`config.mk`:
```
export PLATFORM = sky130hd
export DESIGN_NAME = nested_tlv_stream_parser_flat
export DESIGN_NICKNAME = d
export VERILOG_FILES = /design/src/rtl/core/ntlv_pkg.sv /design/src/rtl/core/ntlv_intf.sv /design/src/rtl/core/nested_tlv_stream_parser.sv /design/src/flat_wrapper.sv
export SDC_FILE = /design/constraint.sdc
export NUM_CORES = 1
export LEC_CHECK = 0
export BUFFER_PORTS_ARGS = -buffer_cell sky130_fd_sc_hd__buf_4
export CAP_MARGIN = 20
export CORE_MARGIN = 4
export CORE_UTILIZATION = 57
export CTS_CLUSTER_DIAMETER = 40
export CTS_CLUSTER_SIZE = 8
export DETAILED_ROUTE_END_ITERATION = 12
export PLACE_DENSITY_LB_ADDON = 0.2
export SYNTH_ARGS = -nofsm -noshare
export SYNTH_HDL_FRONTEND = slang
export SYNTH_SLANG_ARGS = --single-unit
```
`constraint.sdc`:
```
create_clock -name clk -period 13.7 [get_ports clk]
set_clock_uncertainty 0.2 [all_clocks]
set_input_delay 2.055 -clock clk [delete_from_list [all_inputs] [get_ports clk]]
set_output_delay 2.055 -clock clk [all_outputs]
set_load 0.02 [all_outputs]
```
`src/rtl/core/ntlv_pkg.sv`:
```
`timescale 1ns / 1ps
`default_nettype none

package ntlv_pkg;

  // stack depth and offset range
  localparam int MAX_DEPTH   = 8;
  localparam int OFFSET_BITS = 33;

  localparam int LVL_W = $clog2(MAX_DEPTH + 1);
  localparam int IDX_W = (MAX_DEPTH > 1) ? $clog2(MAX_DEPTH) : 1;
  localparam int CNT_W = OFFSET_BITS + 1;
  localparam int END_W = ((CNT_W > 32) ? CNT_W : 32) + 1;

  localparam int CFG_IDX_W  = 1;
  localparam int CFG_DATA_W = 8;

  localparam logic [CFG_IDX_W-1:0] REG_MARKER_LEN16 = 1'd0;
  localparam logic [CFG_IDX_W-1:0] REG_MARKER_LEN32 = 1'd1;

  localparam logic [7:0]  MARKER_LEN16_RST = 8'd254;
  localparam logic [7:0]  MARKER_LEN32_RST = 8'd255;

  localparam logic [7:0]  TAG_LONG_MASK  = 8'h80;
  localparam logic [15:0] TAG_HIGH_MASK  = 16'hFF00;
  localparam logic [15:0] TAG_CONS_LONG  = 16'h4000;
  localparam logic [15:0] TAG_CONS_SHORT = 16'h0040;

  typedef enum logic [1:0] {
    ROLE_HEADER  = 2'd0,
    ROLE_VALUE   = 2'd1,
    ROLE_IGNORED = 2'd2
  } role_t;

  typedef enum logic [1:0] {
    MSG_CONTINUE  = 2'd0,
    MSG_ACCEPTED  = 2'd1,
    MSG_MALFORMED = 2'd2
  } status_t;

  typedef struct packed {
    role_t       byte_role;
    logic [15:0] tag;
    logic [31:0] element_length;
    logic [3:0]  depth;
    logic        header_done;
    logic        is_constructed;
    logic [7:0]  value_byte;
    logic        element_closed;
    logic [3:0]  levels_closed;
    status_t     message_status;
  } result_t;

  function automatic logic tag_constructed(input logic [15:0] t);
    logic c;
    if ((t & TAG_HIGH_MASK) != 16'd0) c = ((t & TAG_CONS_LONG) != 16'd0);
    else c = ((t & TAG_CONS_SHORT) != 16'd0);
    return c;
  endfunction

endpackage

`default_nettype wire

```
`src/rtl/core/ntlv_intf.sv`:
```
`timescale 1ns / 1ps
`default_nettype none

interface ntlv_in_if;
  logic       valid;
  logic       ready;
  logic [7:0] data_byte;
  logic       last_byte;

  modport source (output valid, output data_byte, output last_byte, input ready);
  modport sink   (input valid, input data_byte, input last_byte, output ready);
endinterface

interface ntlv_out_if import ntlv_pkg::*; ();
  logic        valid;
  logic        ready;
  role_t       byte_role;
  logic [15:0] tag;
  logic [31:0] element_length;
  logic [3:0]  depth;
  logic        header_done;
  logic        is_constructed;
  logic [7:0]  value_byte;
  logic        element_closed;
  logic [3:0]  levels_closed;
  status_t     message_status;

  modport source (
    output valid, output byte_role, output tag, output element_length, output depth,
    output header_done, output is_constructed, output value_byte,
    output element_closed, output levels_closed, output message_status,
    input ready
  );
  modport sink (
    input valid, input byte_role, input tag, input element_length, input depth,
    input header_done, input is_constructed, input value_byte,
    input element_closed, input levels_closed, input message_status,
    output ready
  );
endinterface

interface ntlv_cfg_if import ntlv_pkg::*; ();
  logic                  valid;
  logic                  ready;
  logic [CFG_IDX_W-1:0]  index;
  logic [CFG_DATA_W-1:0] data;

  modport source (output valid, output index, output data, input ready);
  modport sink   (input valid, input index, input data, output ready);
endinterface

`default_nettype wire

```
`src/rtl/core/nested_tlv_stream_parser.sv`:
```
`timescale 1ns / 1ps
`default_nettype none

// nested tag-length-value parser, one message byte per transfer
// in_ch  : data_byte plus last_byte, which marks the final byte of a message
// out_ch : one result per input byte - role, tag, length, depth, header and
//          closing flags, the byte itself and the message status
// cfg_ch : writes the two length marker values, always ready, index 0 is the
//          16-bit marker and index 1 the 32-bit marker
// a result appears on out_ch in the cycle after its input transfer
// throughput: one byte per cycle while the receiver keeps up; all parsing for a
//   byte, including the compare of its offset against every open end offset on
//   the stack, sits between the input handshake and the single output register
// when the receiver stalls, the output register holds its result and in_ch
//   takes a new byte only in a cycle in which that result leaves
// reset (rst_n low, synchronous) empties the output register, restores both
//   markers to 254 and 255 and starts a fresh message at offset zero
// after a malformed byte every further byte of that message comes out as
//   ignored; the last byte reports the status and clears the parse state
module nested_tlv_stream_parser import ntlv_pkg::*; (
  input  wire         clk,
  input  wire         rst_n,
  ntlv_in_if.sink     in_ch,
  ntlv_out_if.source  out_ch,
  ntlv_cfg_if.sink    cfg_ch
);

  // configuration
  logic [7:0] marker16_r;
  logic [7:0] marker32_r;

  // parse state
  logic [2:0]             hc_r,       hc_nxt;
  logic [7:0]             marker_r,   marker_nxt;
  logic [31:0]            len_r,      len_nxt;
  logic [15:0]            tag_r,      tag_nxt;
  logic [END_W-1:0]       vend_r,     vend_nxt;
  logic                   in_value_r, in_value_nxt;
  logic [CNT_W-1:0]       noff_r,     noff_nxt;   // offset of the next byte plus one
  logic [LVL_W-1:0]       level_r,    level_nxt;
  logic                   err_r,      err_nxt;
  logic [OFFSET_BITS-1:0] stack_r [MAX_DEPTH];

  // stack write
  logic                   push;
  logic [OFFSET_BITS-1:0] push_end;

  // output register
  result_t res, res_r;
  logic    out_valid_r;
  logic    in_fire;

  // per-byte working values
  logic [7:0]           b;
  logic [2:0]           tl;
  logic [2:0]           lfs;
  logic [2:0]           hc_inc;
  logic                 done;
  logic [31:0]          hlen;
  logic [31:0]          len_shift;
  logic [END_W-1:0]     elem_end;
  logic                 cons;
  logic                 bad;
  logic                 closed;
  logic [MAX_DEPTH-1:0] match;
  logic [MAX_DEPTH-1:0] beyond;
  logic [LVL_W-1:0]     lv;
  role_t                role;

  assign in_fire     = in_ch.valid && in_ch.ready;
  assign in_ch.ready = !out_valid_r || out_ch.ready;
  assign cfg_ch.ready = 1'b1;
  assign b = in_ch.data_byte;

  // length field size from the first length byte
  function automatic logic [2:0] len_size(input logic [7:0] v, input logic [7:0] m16,
                                          input logic [7:0] m32);
    logic [2:0] s;
    if (v == m16) s = 3'd3;
    else if (v == m32) s = 3'd5;
    else s = 3'd1;
    return s;
  endfunction

  // open end offsets equal to this byte's end, or below a new element end
  always_comb begin
    for (int i = 0; i < MAX_DEPTH; i++) begin
      match[i]  = (LVL_W'(i) < level_r) && ({1'b0, stack_r[i]} == noff_r);
      beyond[i] = (LVL_W'(i) < level_r) && (elem_end > END_W'(stack_r[i]));
    end
  end

  assign tl        = tag_r[15] ? 3'd2 : 3'd1;
  assign hc_inc    = hc_r + 3'd1;
  assign len_shift = {len_r[23:0], b};
  assign elem_end  = END_W'(noff_r) + END_W'(hlen);
  assign lv        = LVL_W'($countones(match));

  always_comb begin
    hc_nxt       = hc_r;
    marker_nxt   = marker_r;
    len_nxt      = len_r;
    tag_nxt      = tag_r;
    vend_nxt     = vend_r;
    in_value_nxt = in_value_r;
    noff_nxt     = noff_r;
    level_nxt    = level_r;
    err_nxt      = err_r;
    push         = 1'b0;
    push_end     = elem_end[OFFSET_BITS-1:0];
    bad          = err_r;
    done         = 1'b0;
    hlen         = 32'd0;
    lfs          = len_size(marker_r, marker16_r, marker32_r);
    cons         = 1'b0;
    closed       = 1'b0;
    role         = ROLE_HEADER;

    if (!bad) begin
      if (in_value_r) begin
        role = ROLE_VALUE;
        if (END_W'(noff_r) == vend_r) begin
          closed       = 1'b1;
          in_value_nxt = 1'b0;
        end
      end else begin
        if (hc_r == 3'd0) begin
          tag_nxt = ((b & TAG_LONG_MASK) != 8'd0) ? {b, 8'd0} : {8'd0, b};
          len_nxt = 32'd0;
          hc_nxt  = 3'd1;
        end else if (hc_r < tl) begin
          tag_nxt = tag_r | {8'd0, b};
          hc_nxt  = 3'd2;
        end else if (hc_r == tl) begin
          marker_nxt = b;
          len_nxt    = 32'd0;
          hc_nxt     = hc_inc;
          if (len_size(b, marker16_r, marker32_r) == 3'd1) begin
            done = 1'b1;
            hlen = {24'd0, b};
          end
        end else begin
          len_nxt = len_shift;
          hc_nxt  = hc_inc;
          if (hc_inc >= tl + lfs) begin
            done = 1'b1;
            hlen = len_shift;
          end
        end
        cons = tag_constructed(tag_nxt);
        if (done) begin
          hc_nxt     = 3'd0;
          marker_nxt = 8'd0;
          len_nxt    = hlen;
          if ((elem_end >> OFFSET_BITS) != '0) begin
            bad = 1'b1;
          end else if (|beyond) begin
            bad = 1'b1;               // runs past its parent
          end else if (cons) begin
            if (hlen == 32'd0 || level_r >= LVL_W'(MAX_DEPTH)) begin
              bad = 1'b1;             // empty constructed element or too deep
            end else begin
              push      = 1'b1;
              level_nxt = level_r + LVL_W'(1);
            end
          end else if (hlen == 32'd0) begin
            closed = 1'b1;
          end else begin
            in_value_nxt = 1'b1;
            vend_nxt     = elem_end;
          end
        end
      end

      if (!bad && noff_r[CNT_W-1]) bad = 1'b1;
      // header cut short by its parent's end
      if (!bad && hc_nxt != 3'd0 && (|match)) bad = 1'b1;
      if (!bad) level_nxt = level_nxt - lv;
      if (!bad && in_ch.last_byte && (hc_nxt != 3'd0 || in_value_nxt || level_nxt != '0))
        bad = 1'b1;
      noff_nxt = noff_r + CNT_W'(1);
    end

    res = '0;
    res.value_byte = b;
    if (bad) begin
      err_nxt       = 1'b1;
      res.byte_role = ROLE_IGNORED;
    end else begin
      res.byte_role      = role;
      res.tag            = tag_nxt;
      res.element_length = (role == ROLE_VALUE) ? len_r : (done ? hlen : 32'd0);
      res.depth          = 4'(level_r);
      res.header_done    = done;
      res.is_constructed = cons;
      res.element_closed = closed;
      res.levels_closed  = 4'(lv);
    end
    if (in_ch.last_byte) begin
      res.message_status = bad ? MSG_MALFORMED : MSG_ACCEPTED;
      // fresh message
      hc_nxt       = 3'd0;
      marker_nxt   = 8'd0;
      len_nxt      = 32'd0;
      tag_nxt      = 16'd0;
      vend_nxt     = '0;
      in_value_nxt = 1'b0;
      noff_nxt     = CNT_W'(1);
      level_nxt    = '0;
      err_nxt      = 1'b0;
      push         = 1'b0;
    end else begin
      res.message_status = MSG_CONTINUE;
    end
  end

  always_ff @(posedge clk) begin
    if (!rst_n) begin
      marker16_r <= MARKER_LEN16_RST;
      marker32_r <= MARKER_LEN32_RST;
    end else if (cfg_ch.valid) begin
      unique case (cfg_ch.index)
        REG_MARKER_LEN16: marker16_r <= cfg_ch.data;
        REG_MARKER_LEN32: marker32_r <= cfg_ch.data;
        default: ;
      endcase
    end
  end

  always_ff @(posedge clk) begin
    if (!rst_n) begin
      hc_r       <= 3'd0;
      marker_r   <= 8'd0;
      len_r      <= 32'd0;
      tag_r      <= 16'd0;
      vend_r     <= '0;
      in_value_r <= 1'b0;
      noff_r     <= CNT_W'(1);
      level_r    <= '0;
      err_r      <= 1'b0;
    end else if (in_fire) begin
      hc_r       <= hc_nxt;
      marker_r   <= marker_nxt;
      len_r      <= len_nxt;
      tag_r      <= tag_nxt;
      vend_r     <= vend_nxt;
      in_value_r <= in_value_nxt;
      noff_r     <= noff_nxt;
      level_r    <= level_nxt;
      err_r      <= err_nxt;
    end
  end

  // end offset stack, entries read only below the current level
  always_ff @(posedge clk) begin
    if (in_fire && push) stack_r[level_r[IDX_W-1:0]] <= push_end;
  end

  // output register
  always_ff @(posedge clk) begin
    if (!rst_n) begin
      out_valid_r <= 1'b0;
    end else if (in_fire) begin
      out_valid_r <= 1'b1;
    end else if (out_ch.ready) begin
      out_valid_r <= 1'b0;
    end
  end

  always_ff @(posedge clk) begin
    if (in_fire) res_r <= res;
  end

  assign out_ch.valid          = out_valid_r;
  assign out_ch.byte_role      = res_r.byte_role;
  assign out_ch.tag            = res_r.tag;
  assign out_ch.element_length = res_r.element_length;
  assign out_ch.depth          = res_r.depth;
  assign out_ch.header_done    = res_r.header_done;
  assign out_ch.is_constructed = res_r.is_constructed;
  assign out_ch.value_byte     = res_r.value_byte;
  assign out_ch.element_closed = res_r.element_closed;
  assign out_ch.levels_closed  = res_r.levels_closed;
  assign out_ch.message_status = res_r.message_status;

  // stack never grows past its depth
  a_level_bound: assert property (@(posedge clk) disable iff (!rst_n)
    level_r <= LVL_W'(MAX_DEPTH))
    else $error("stack level beyond depth");

  // a value is only open once its header is complete
  a_value_no_header: assert property (@(posedge clk) disable iff (!rst_n)
    in_value_r |-> (hc_r == 3'd0))
    else $error("value open with partial header");

  // the last byte of a message leaves a clean parse state
  a_last_clears: assert property (@(posedge clk) disable iff (!rst_n)
    (in_fire && in_ch.last_byte) |=>
      (level_r == '0 && !in_value_r && hc_r == 3'd0 && !err_r && noff_r == CNT_W'(1)))
    else $error("parse state not cleared at message end");

  // ignored bytes carry no element information
  a_ignored_clean: assert property (@(posedge clk) disable iff (!rst_n)
    (out_valid_r && res_r.byte_role == ROLE_IGNORED) |->
      (res_r.tag == 16'd0 && !res_r.header_done && !res_r.element_closed &&
       res_r.levels_closed == 4'd0 && res_r.element_length == 32'd0))
    else $error("ignored byte reports element fields");

endmodule

`default_nettype wire

```
`src/flat_wrapper.sv`:
```
// flat-port wrapper written by rule: the top's interface ports become plain ports
module nested_tlv_stream_parser_flat import ntlv_pkg::*;
  (clk, rst_n, in_ch_valid, in_ch_data_byte, in_ch_last_byte, in_ch_ready, out_ch_valid, out_ch_byte_role, out_ch_tag, out_ch_element_length, out_ch_depth, out_ch_header_done, out_ch_is_constructed, out_ch_value_byte, out_ch_element_closed, out_ch_levels_closed, out_ch_message_status, out_ch_ready, cfg_ch_valid, cfg_ch_index, cfg_ch_data, cfg_ch_ready);
  ntlv_in_if in_ch_i ();
  ntlv_out_if out_ch_i ();
  ntlv_cfg_if cfg_ch_i ();
  input  wire clk;
  input  wire rst_n;
  input wire logic [$bits(in_ch_i.valid)-1:0] in_ch_valid;
  input wire logic [$bits(in_ch_i.data_byte)-1:0] in_ch_data_byte;
  input wire logic [$bits(in_ch_i.last_byte)-1:0] in_ch_last_byte;
  output wire logic [$bits(in_ch_i.ready)-1:0] in_ch_ready;
  output wire logic [$bits(out_ch_i.valid)-1:0] out_ch_valid;
  output wire logic [$bits(out_ch_i.byte_role)-1:0] out_ch_byte_role;
  output wire logic [$bits(out_ch_i.tag)-1:0] out_ch_tag;
  output wire logic [$bits(out_ch_i.element_length)-1:0] out_ch_element_length;
  output wire logic [$bits(out_ch_i.depth)-1:0] out_ch_depth;
  output wire logic [$bits(out_ch_i.header_done)-1:0] out_ch_header_done;
  output wire logic [$bits(out_ch_i.is_constructed)-1:0] out_ch_is_constructed;
  output wire logic [$bits(out_ch_i.value_byte)-1:0] out_ch_value_byte;
  output wire logic [$bits(out_ch_i.element_closed)-1:0] out_ch_element_closed;
  output wire logic [$bits(out_ch_i.levels_closed)-1:0] out_ch_levels_closed;
  output wire logic [$bits(out_ch_i.message_status)-1:0] out_ch_message_status;
  input wire logic [$bits(out_ch_i.ready)-1:0] out_ch_ready;
  input wire logic [$bits(cfg_ch_i.valid)-1:0] cfg_ch_valid;
  input wire logic [$bits(cfg_ch_i.index)-1:0] cfg_ch_index;
  input wire logic [$bits(cfg_ch_i.data)-1:0] cfg_ch_data;
  output wire logic [$bits(cfg_ch_i.ready)-1:0] cfg_ch_ready;
  assign in_ch_i.valid = in_ch_valid;
  assign in_ch_i.data_byte = in_ch_data_byte;
  assign in_ch_i.last_byte = in_ch_last_byte;
  assign in_ch_ready = in_ch_i.ready;
  assign out_ch_valid = out_ch_i.valid;
  assign out_ch_byte_role = out_ch_i.byte_role;
  assign out_ch_tag = out_ch_i.tag;
  assign out_ch_element_length = out_ch_i.element_length;
  assign out_ch_depth = out_ch_i.depth;
  assign out_ch_header_done = out_ch_i.header_done;
  assign out_ch_is_constructed = out_ch_i.is_constructed;
  assign out_ch_value_byte = out_ch_i.value_byte;
  assign out_ch_element_closed = out_ch_i.element_closed;
  assign out_ch_levels_closed = out_ch_i.levels_closed;
  assign out_ch_message_status = out_ch_i.message_status;
  assign out_ch_i.ready = out_ch_ready;
  assign cfg_ch_i.valid = cfg_ch_valid;
  assign cfg_ch_i.index = cfg_ch_index;
  assign cfg_ch_i.data = cfg_ch_data;
  assign cfg_ch_ready = cfg_ch_i.ready;
  nested_tlv_stream_parser u_core (.clk(clk), .rst_n(rst_n), .in_ch(in_ch_i), .out_ch(out_ch_i), .cfg_ch(cfg_ch_i));
endmodule
```
==> results.toml <==
[timing]
finalSetupViolations = 0
hold_viol = 0
max_freq_mhz = 77.5
grt_setup_unrepaired = "no"
final_min_period_over_clock_period_pct = 94.2
finalMaxSlewViolations = 0
worst_slew_margin_rel_pct = 17.2
setup_total_negative_slack_ns = 0
period_minus_slack_ns = 12.91
worst_slew_pin_slew_ns = 1.23

[placed_design]
detailed_placement_wirelength_estimate_um = 78300
globalplace.congestion = 1.09
place.port_buffers = 95

[yosys]
synth_top_area_share_pct = 32.9
synth.yosys.seq_area_share_pct = 42.7
async_reset_ff_share_pct = 0
synth_top_cell_by_area = "edfxtp_1"
syn_nets = 3364
synth.ff_latch_count = 486
synth_top_cells_by_area = "edfxtp_1 33%, ha_1 13%, dfxtp_1 9.9%"
yosys_most_used_dff = "edfxtp_1"
synth_area_um2 = 30600
synth.cells.most_frequent = "335 x edfxtp_1, 321 x ha_1, 314 x inv_1, 267 x xor2_1, 169 x nand2_1"
distinct_cells_synth = 85
netlist_instances = 3014
ys_warn_count = 0
syn_area_per_cell_um2 = 10.2
synth_enable_flop_cells = 335
leading_cell_type_by_number_of_instances_after_synthesis = "edfxtp_1"

[floorplan]
std_cell_rows = 84
floorplan.initialDensity_pct = 57.9
pin_count = 97
die-width_um = 240
die_height_um = 240
design.die.area_um2 = 57500
coreArea_um2 = 52900

[grt]
global_route_wire_length_before_repair_um = 154000
grt_max_degree = 87
grt_usage_pct = 36.3
globalRoute.totalOverflow = 0
grt_antenna_before_repair = 0
grt_pass1_vias = 23600

[clock_network]
tritoncts = "built"
clockBufferDepth = 3
insertion_delay_ns = 0.64
cts_repair_resize_count = 0
numClockSinks = 486
cts_hold_bufs = 0
tritoncts.num_buffers = 89
clkSlewWorstSetupHoldPaths_ns = 0.05
htree_levels = 3
post_cts_setup_buffers = 0
clock-root-buffer = "clkbuf_16"

[routing]
drt_pass1_iterations = 5
topRoutingLayerUsed = "met4"
dr.first_iter.drc_count = 3424
post_drt_via_cell_ratio = 6.35
met2_wirelength_um = 42900
final_antenna_net_count = 0
drt_wl_total_um = 107000
met3RoutedLength_um = 15100
num_vias = 25000
wl_per_cell_um = 27.2
m1WireLength_um = 45700
remaining_drc_errors = 0

[run]
cap_violations = 0

[outcome]
outcome = "complete, no violations"

[worst_setup_path]
critPathMaxStageDelay_ns = 0.76
critical_path.most_common_cell = "ha_1"
critPathMaxFanout = 61
timing.critical_path.to_type = "flip-flop"
critical_path_class = "primary input to flip-flop"
worst_setup_path_start_kind = "primary input"
crit_path_top_delay_cell = "nor4_1"
worstPathRequired_ns = 13.83
worst_path_arrival_time_ns = 13.04

[power_and_ir_drop]
vdd.ir_drop.worst_mv = 0.0921
seq_power_share_pct = 40.3
internal_power_mw = 3.04
clkPwrFrac_pct = 55.4
leakage_nw = 16.1
design_power_total_mw = 3.95
power_switching_mw = 0.909
power.density_cell_area_nw_per_um2 = 111
share_comb_of_total_power_pct = 4.4
sw_frac_of_total_pct = 23.0

[cells_and_area]
drive_above_1_share_pct = 13.2
syn2layout_area_growth_pct = 16.2
fin_nets = 3532
antenna-diode-count = 0

[hold_path]
hp-class = "flip-flop to flip-flop"
## per-stage QoR
stage,hold WS [ns],std cells,util [%],cell area [um^2],setup slack (ns)
2_1_floorplan,0.231,3014,-,30600,0.794
3_3_place_gp,0.243,3775,61.6,32600,0.390
4_1_cts,0.268,3938,67.2,35500,0.781
6_report,0.267,3940,67.3,35600,0.793
3_5_place_dp,0.262,3777,61.6,32600,0.252
5_1_grt,0.284,3940,67.3,35600,0.100
## final cells by class
type                       instances  area, um^2
inverter                         316        1190
sequential                       486       13100
fill                            4172       17300
timing repair buffer             193        1480
tap                              688         861
multi-input combinational       2096       16000
clock buffer                     119        2380
clock inverter                    42         569
## registers in the layout (all words and copies together), names as in the netlist, 8 cells and up
name,count
u_core.len_r,32
u_core.marker16_r,8
u_core.marker32_r,8
u_core.marker_r,8
u_core.noff_r,34
u_core.out_ch.element_length,32
u_core.out_ch.tag,16
u_core.out_ch.value_byte,8
u_core.stack_r,264
u_core.tag_r,16
u_core.vend_r,35
## power by group through the flow
stage	sequential (mW)	clock, mW	combinational, mW
2_1_floorplan	1.63	0	0.0896
3_3_place_gp	1.62	0	0.166
3_5_place_dp	1.62	0	0.168
4_1_cts	1.59	2.20	0.170
5_1_grt	1.59	2.27	0.184
6_report	1.59	2.19	0.174
## critical path: cells and delay by family
family                   cells  cell delay, ns
AND/OR/NAND/NOR             15            4.15
XOR/XNOR                     3            0.78
AO/OA/AOI/OAI               17            4.29
buffers and inverters        3            0.58
adder cells (fa/ha/maj)      4            1.11
## per-layer routing
metal  global-route usage (%)  up-vias
li1                         -    11200
met1                     54.1    12100
met2                     49.6     1477
met5                        0        -
met3                     12.9      219
met4                     10.9        0
## logic make-up after synthesis
group	Yosys count	share of synthesized area, %
DFF	486	42.7
xor gates and xnor gates	381	10.9
AOI/OAI and AO/OA	561	12.2
and+or+nand+nor	824	14.9
buffers and inverters	432	5.61
other	1	0.0123
adders and majority gates	327	13.5
muxes	2	0.0654
## placed cells by master, fill, tap and decap left out, types with 97 or more instances in the layout
cell type  instances
a21oi_1          167
buf_4            187
edfxtp_1         335
xor2_1           267
nand4_1           97
nor2_1           109
dfxtp_1          151
inv_1            314
nand3_1          100
ha_1             321
nand2_1          168
xnor2_1          100
## path summary, 6_finish.rpt
| path | startpoint | end | slack [ns] | cells past startpoint |
|---|---|---|---|---|
| min | u_core.len_r[28] | u_core.len_r[28] | 0.27 | 2 |
| max | in_ch_data_byte[5] | u_core.out_ch.element_length[29] | 0.79 | 42 |
| max reg2reg | u_core.marker16_r[0] | u_core.out_ch.element_length[29] | 1.00 | 46 |
| min reg2reg | u_core.len_r[28] | u_core.len_r[28] | 0.27 | 2 |
Power figures use the tool's default switching activity.
